===== src/design/tse_pkg.sv =====
package tse_pkg;

   localparam int TAB_STOP_DEFAULT = 8;

   localparam int CSR_ADDR_W = 3;
   localparam logic CSR_IDX_VXT_MODE = 1'b0;

   localparam logic [7:0] CODE_NUL    = 8'd0;
   localparam logic [7:0] CODE_TAB    = 8'd9;
   localparam logic [7:0] CODE_LF     = 8'd10;
   localparam logic [7:0] CODE_CR     = 8'd13;
   localparam logic [7:0] CODE_SPACE  = 8'd32;
   localparam logic [7:0] CTRL_END    = 8'o20;
   localparam logic [7:0] PRINT_BASE  = 8'o40;
   localparam logic [7:0] REP_BASE    = 8'o200;
   localparam logic [7:0] REP_END     = 8'o240;
   localparam logic [7:0] SHIFT_LIMIT = 8'o140;
   localparam logic [7:0] SHIFT_ADD   = 8'o40;

   localparam logic [7:0] VXT_TAB_SPACES = 8'd8;
   localparam logic [7:0] RUN_MAX        = 8'd127;

   typedef struct packed {
      logic [7:0] char_code;
      logic [6:0] run_length;
      logic       run_end;
   } rsp_item_type;

endpackage


===== src/design/bk_text_space_tab_expander.sv =====
// Packed text expander: one file byte in, up to two runs (code, count) out.
// Input channel req_*: valid/ready, one byte per item with a last-byte mark.
// Result channel rsp_*: valid/ready, one run per item; run_end marks the last
// run caused by a byte. A line end gives two runs (CR then LF).
// Config port csr_*: APB-style, one register (vxt_mode) at address 0; write
// it only while the block is idle.
// An accepted byte waits in the input register and its runs go into the result
// queue once they fit. Throughput: one byte per cycle while the queue has room;
// a line-end byte puts two runs on the single result port.
// The byte sits in an input register; the run generator and column update
// are one pass of logic into a two-entry result queue.
// Reset: column, count flag and pending repeat are cleared, vxt_mode is 0,
// both channels are empty. The state is also cleared after each last byte.
// Receiver stall: the queue holds up to two runs and the input register one
// byte; req_ready drops once the next byte's runs do not fit.
module bk_text_space_tab_expander #(
   parameter int TAB_STOP = tse_pkg::TAB_STOP_DEFAULT
) (
   input  logic                          clock,
   input  logic                          reset,
   input  logic                          req_valid,
   output logic                          req_ready,
   input  logic [7:0]                    req_data_byte,
   input  logic                          req_is_final,
   output logic                          rsp_valid,
   input  logic                          rsp_ready,
   output logic [7:0]                    rsp_char_code,
   output logic [6:0]                    rsp_run_length,
   output logic                          rsp_run_end,
   input  logic                          csr_psel,
   input  logic                          csr_penable,
   input  logic                          csr_pwrite,
   input  logic [tse_pkg::CSR_ADDR_W-1:0] csr_paddr,
   input  logic [31:0]                   csr_pwdata,
   output logic [31:0]                   csr_prdata,
   output logic                          csr_pready
);
   import tse_pkg::*;

   localparam int ColW = (TAB_STOP > 2) ? $clog2(TAB_STOP) : 1;

   logic              vxt_ff;
   logic              in_valid_ff;
   logic [7:0]        in_byte_ff;
   logic              in_final_ff;
   logic [ColW-1:0]   col_ff, col_in;
   logic              flag_ff, flag_in;
   logic [4:0]        pend_ff, pend_in;
   rsp_item_type      q_ff [2];
   rsp_item_type      q_in [2];
   logic [1:0]        cnt_ff, cnt_in;

   logic [ColW-1:0]   mod_tbl [128];
   rsp_item_type      r0, r1;
   logic [1:0]        nres;
   logic              pop, move;
   logic [1:0]        cnt_pop;
   logic              csr_write;

   for (genvar i = 0; i < 128; i++) begin : g_mod
      localparam int ModVal = i % TAB_STOP;
      assign mod_tbl[i] = ColW'(ModVal);
   end

   assign csr_pready = 1'b1;
   assign csr_write  = csr_psel && csr_penable && csr_pwrite && csr_pready;
   assign csr_prdata = (csr_paddr[2] == CSR_IDX_VXT_MODE) ? {31'd0, vxt_ff} : 32'd0;

   always_comb begin
      logic [7:0] b;
      logic [7:0] len;
      logic [7:0] stop_dist;
      logic [7:0] code;
      logic       one;
      logic       col_zero;
      b         = in_byte_ff;
      stop_dist = 8'(TAB_STOP) - 8'(col_ff);
      len       = 8'd1;
      code      = b;
      one       = 1'b0;
      col_zero  = 1'b0;
      nres      = 2'd0;
      flag_in   = flag_ff;
      pend_in   = pend_ff;
      if (vxt_ff) begin
         pend_in = 5'd0;
         if (in_final_ff) begin
            nres = 2'd0;
         end else if (b == CODE_NUL || b == CODE_LF) begin
            nres     = 2'd2;
            col_zero = 1'b1;
            flag_in  = 1'b0;
         end else if (b < CODE_TAB) begin
            one  = 1'b1;
            code = CODE_SPACE;
            if (flag_ff) begin
               len = 8'(b[3:0]) * VXT_TAB_SPACES;
            end else begin
               len     = b;
               flag_in = 1'b1;
            end
         end else begin
            flag_in = 1'b0;
            if (b == CODE_TAB) begin
               one      = 1'b1;
               code     = CODE_SPACE;
               len      = stop_dist;
               col_zero = 1'b1;
            end else if (b >= PRINT_BASE) begin
               one = 1'b1;
            end
         end
      end else begin
         if (pend_ff != 5'd0) begin
            one     = 1'b1;
            len     = 8'(pend_ff);
            code    = (b < SHIFT_LIMIT) ? b + SHIFT_ADD : b;
            pend_in = 5'd0;
            flag_in = 1'b0;
         end else if (b == CODE_NUL || b == CODE_LF) begin
            nres     = 2'd2;
            col_zero = 1'b1;
            flag_in  = 1'b0;
         end else if (b == CODE_TAB) begin
            one      = 1'b1;
            code     = CODE_SPACE;
            len      = stop_dist;
            col_zero = 1'b1;
         end else if (b < CTRL_END) begin
            one  = 1'b1;
            code = CODE_SPACE;
            if (flag_ff) begin
               len      = stop_dist + (8'(b[3:0]) - 8'd1) * 8'(TAB_STOP);
               col_zero = 1'b1;
               flag_in  = 1'b0;
            end else begin
               len     = b;
               flag_in = 1'b1;
            end
         end else if (b < PRINT_BASE) begin
            nres = 2'd0;
         end else if (b > REP_BASE && b < REP_END) begin
            pend_in = b[4:0];
         end else begin
            one     = 1'b1;
            flag_in = 1'b0;
         end
      end
      if (one) begin
         nres = 2'd1;
      end
      if (nres == 2'd2) begin
         r0 = '{char_code: CODE_CR, run_length: 7'd1, run_end: 1'b0};
         r1 = '{char_code: CODE_LF, run_length: 7'd1, run_end: 1'b1};
      end else begin
         r0 = '{char_code: code,
                run_length: (len > RUN_MAX) ? RUN_MAX[6:0] : len[6:0],
                run_end: 1'b1};
         r1 = r0;
      end
      if (col_zero || nres == 2'd2) begin
         col_in = '0;
      end else if (nres == 2'd1) begin
         col_in = mod_tbl[7'(col_ff) + len[6:0]];
      end else begin
         col_in = col_ff;
      end
      if (in_final_ff) begin
         col_in  = '0;
         flag_in = 1'b0;
         pend_in = 5'd0;
      end
   end

   assign rsp_valid      = (cnt_ff != 2'd0);
   assign rsp_char_code  = q_ff[0].char_code;
   assign rsp_run_length = q_ff[0].run_length;
   assign rsp_run_end    = q_ff[0].run_end;

   assign pop       = rsp_valid && rsp_ready;
   assign cnt_pop   = cnt_ff - {1'b0, pop};
   assign move      = in_valid_ff && ((3'(cnt_pop) + 3'(nres)) <= 3'd2);
   assign req_ready = !in_valid_ff || move;

   always_comb begin
      q_in   = q_ff;
      cnt_in = cnt_pop;
      if (pop) begin
         q_in[0] = q_ff[1];
      end
      if (move && nres != 2'd0) begin
         cnt_in = cnt_pop + nres;
         if (cnt_pop == 2'd0) begin
            q_in[0] = r0;
            q_in[1] = r1;
         end else begin
            q_in[1] = r0;
         end
      end
   end

   always_ff @(posedge clock) begin
      if (reset) begin
         vxt_ff      <= 1'b0;
         in_valid_ff <= 1'b0;
         cnt_ff      <= 2'd0;
         col_ff      <= '0;
         flag_ff     <= 1'b0;
         pend_ff     <= 5'd0;
      end else begin
         if (csr_write && csr_paddr[2] == CSR_IDX_VXT_MODE) begin
            vxt_ff <= csr_pwdata[0];
         end
         if (req_valid && req_ready) begin
            in_valid_ff <= 1'b1;
         end else if (move) begin
            in_valid_ff <= 1'b0;
         end
         cnt_ff <= cnt_in;
         if (move) begin
            col_ff  <= col_in;
            flag_ff <= flag_in;
            pend_ff <= pend_in;
         end
      end
   end

   always_ff @(posedge clock) begin
      if (req_valid && req_ready) begin
         in_byte_ff  <= req_data_byte;
         in_final_ff <= req_is_final;
      end
      q_ff <= q_in;
   end

   a_cnt_bound: assert property (@(posedge clock) disable iff (reset)
      cnt_ff <= 2'd2)
      else $error("result queue overfilled");

   a_cr_pair: assert property (@(posedge clock) disable iff (reset)
      rsp_valid && !rsp_run_end |-> cnt_ff == 2'd2)
      else $error("line-end run without its partner in queue");

   a_final_clear: assert property (@(posedge clock) disable iff (reset)
      move && in_final_ff |=> col_ff == '0 && !flag_ff && pend_ff == 5'd0)
      else $error("state not cleared after last byte");

   a_vxt_no_pend: assert property (@(posedge clock) disable iff (reset)
      move && vxt_ff |=> pend_ff == 5'd0)
      else $error("repeat pending in vxt mode");

   a_run_nonzero: assert property (@(posedge clock) disable iff (reset)
      rsp_valid |-> rsp_run_length != 7'd0)
      else $error("zero-length run");

endmodule


===== config.mk =====
export PLATFORM = sky130hd
export DESIGN_NAME = bk_text_space_tab_expander
export DESIGN_NICKNAME = d
export VERILOG_FILES = /design/src/design/tse_pkg.sv /design/src/design/bk_text_space_tab_expander.sv
export SDC_FILE = /design/constraint.sdc
export NUM_CORES = 1
export LEC_CHECK = 0
export BUFFER_PORTS_ARGS = -buffer_cell sky130_fd_sc_hd__clkbuf_2
export CAP_MARGIN = 20
export CORE_UTILIZATION = 43
export DETAILED_ROUTE_END_ITERATION = 10
export GPL_TIMING_DRIVEN = 0
export PLACE_DENSITY = 0.74
export SKIP_LAST_GASP = 1
export SYNTH_ARGS = -nofsm -noshare
export SYNTH_HDL_FRONTEND = slang
export SYNTH_SLANG_ARGS = --single-unit

===== constraint.sdc =====
create_clock -name clock -period 8.9 [get_ports clock]
set_input_delay 1.335 -clock clock [delete_from_list [all_inputs] [get_ports clock]]
set_output_delay 1.335 -clock clock [all_outputs]
set_load 0.01 [all_outputs]

==> flow_summary.json <==
{
  "status": "complete, no violations",
  "max_freq_mhz": 195.5,
  "ios": 102,
  "tns_ns": 0,
  "critPathCaptureType": "output pin",
  "p_leak_nw": 1.980,
  "io_buffers": 35,
  "n_antenna_cell": 0,
  "seqPwrFrac_pct": 34.4,
  "hold_path.class": "reg -> reg",
  "grt_overflow": 0,
  "worst-path-max-fanout": 10,
  "start_kind": "input port",
  "power.net_switching_uw": 417.5,
  "hpwlAfterDp_mm": 6.686,
  "drive_gt1_share_pct": 28.45,
  "mostFrequentLayoutCells": "buf_4 (49), clkbuf_2 (35), conb_1 (32)",
  "postCtsSetupBuffers": 0,
  "fin_util_pct": 51.70,
  "hold_violations": 0,
  "synth_warnings": 0,
  "cts.sinks": 54,
  "ys_seq_area_share_pct": 35.26,
  "coreArea_mm2": 0.008341,
  "p_clk_share_pct": 16.4,
  "vias_per_cell": 5.352,
  "ant_nets": 0,
  "cts_max_level": 2,
  "slew_viol_final": 0,
  "placed_cells": 575,
  "critical_path_class": "in -> out",
  "power_mw": 1.082,
  "skew_ns": 0.01563,
  "worst_pin_slew_ns": 0.7959,
  "grt_pass1_wl_mm": 14.27,
  "comb_power_share_pct": 49.3,
  "yosys_register_bits": 54,
  "drc": 0,
  "period_share_pct": 57.46,
  "async_flop_share_pct": 0,
  "cts_made_buffers": 5,
  "crit_arrival_ns": 3.78,
  "cts_tree": "yes",
  "die_x_um": 95.71,
  "setup_viol": 0,
  "slew_headroom_pct": 46.22,
  "p_per_area_mw_per_mm2": 250.9,
  "synth_edf_count": 25,
  "netlist_area_mm2": 0.003776,
  "avgSynthCellArea_um2": 9.324,
  "p_sw_share_pct": 38.60,
  "place_congestion": 0.9803,
  "cts_resized": 0,
  "ctsHoldBuffers": 0,
  "cap_violations": 0,
  "routed_wl_mm": 8.909,
  "syn_inst": 405,
  "synth_cell_types": 80,
  "grt_usage_pct": 20.50,
  "rows": 33,
  "nets": 541,
  "die_h_um": 95.71,
  "vias": 3120,
  "worst-endpoint-required_ns": 7.57,
  "die_area_mm2": 0.009160,
  "wl_per_cell_um": 15.28,
  "synth_flop_cell": "dfxtp_1",
  "ir_drop_uv": 78.62,
  "clock_path_buffers": 2,
  "grt_max_degree": 19,
  "mostFrequentLayoutCell": "buf_4",
  "power.internal_uw": 664.1,
  "final_cells": 583,
  "syn_to_final_growth_pct": 14.18,
  "start_util_pct": 45.27,
  "drtIter0Drc": 207,
  "rsz0062_at_grt": "false",
  "grt_pass1_vias": 2801,
  "worst_slack_ns": 3.786,
  "cts-root-buf": "clkbuf_8",
  "antenna_found_initial": 0,
  "clk_latency_ns": 0.32,
  "pre_cts_ws_ns": 3.745,
  "period_minus_slack_ns": 5.114,
  "clkSlewWorstSetupHoldPaths_ns": 0.11,
  "drt_pass1_iterations": 6
}
final cells by class:
class	instances	area [µm²]
Clock buffer	5	68.82
Fill cell	817	4029
Timing Repair Buffer	35	175.2
Inverter	22	82.58
Tap cell	105	131.4
Clock inverter	3	47.55
Multi-Input combinational cell	289	1994
Sequential cell	54	1331
Buffer	70	480.5
sequential cells by signal, indices dropped and copies added (netlist names):
name and count:
cnt_ff 2, col_ff 3, flag_ff 1, in_byte_ff 8, in_final_ff 1, in_valid_ff 1
pend_ff 5, q_ff 16, rsp_char_code 8, rsp_run_end 1, rsp_run_length 7, vxt_ff 1
metal layers:
layer / wire length (µm) / track usage (%)
met2: 3985 / 33.39
met4: 274 / 8.458
met5: 0 / 0
met1: 3948 / 27.07
met3: 700 / 3.239
power by group through the flow:
stage	Sequential (mW)	Clock, mW	Combinational (mW)
after global placement	0.375	0	0.519
after floorplan	0.369	0	0.401
final	0.372	0.177	0.533
after CTS	0.373	0.181	0.532
after global routing	0.379	0.191	0.589
after detailed placement	0.378	0	0.529
stage by stage:
stage	cell area, µm²	hold WS (ns)
after floorplan	3889	0.4445
after global placement	4195	0.4601
after detailed placement	4195	0.4708
after CTS	4312	0.4870
after global routing	4312	0.5164
final	4312	0.4858
worst max-delay path, stage by stage:
cell and delay, ns:
clkbuf_2 0.08, nand2_1 0.27, buf_2 0.36, inv_1 0.13, ha_1 0.21, xor2_1 0.32, fa_1 0.50, a21oi_1 0.25
nand2b_1 0.18, clkbuf_2 0.14
path summary, 6_finish.rpt:
kind | start | to | slack [ns] | cells after the start
setup / recovery | rsp_ready | req_ready | 3.79 | 10
hold / removal | col_ff[1] | col_ff[1] | 0.49 | 2
setup reg to reg | in_byte_ff[5] | q_ff[15] | 4.22 | 12
hold reg to reg | col_ff[1] | col_ff[1] | 0.49 | 2
cell families after synthesis:
logic type / count (synthesis) / share of synthesized area [%]
AOI/OAI and AO/OA: 94 / 18.72
xor gates and xnor gates: 4 / 0.9279
adders and majority gates: 13 / 4.705
buffers and inverters: 92 / 14.91
DFF: 54 / 35.26
muxes: 26 / 7.389
other: 2 / 0.1989
and+or+nand+nor: 120 / 17.89
cells in the mapped netlist (3+ instances only):
cell      count  area share [%]
a21o_1        7             1.4
ha_1         11             3.6
nand3_1       7            0.93
edfxtp_1     25              20
buf_6         3            0.89
nor2b_1      11             1.8
a31oi_1       8             1.3
a211oi_1      4            0.80
dfxtp_1      29              15
o21ai_1       9             1.2
nor3_1        5            0.66
clkbuf_1      9            0.89
nand2_1      28             2.8
o41ai_1       3            0.70
mux2i_1      20             5.3
o22ai_1       3            0.50
nor2_1       27             2.7
o21ai_0       9             1.2
o31a_1        3            0.70
or3_1         4            0.66
and2_1        3            0.50
nand2b_1      3            0.50
mux2_2        5             1.5
or2_2         6            0.99
a21oi_1      15             2.0
inv_1        21             2.1
buf_2         9             1.2
buf_4        49             9.7
o221ai_1      3            0.70
Power figures use the tool's default switching activity.
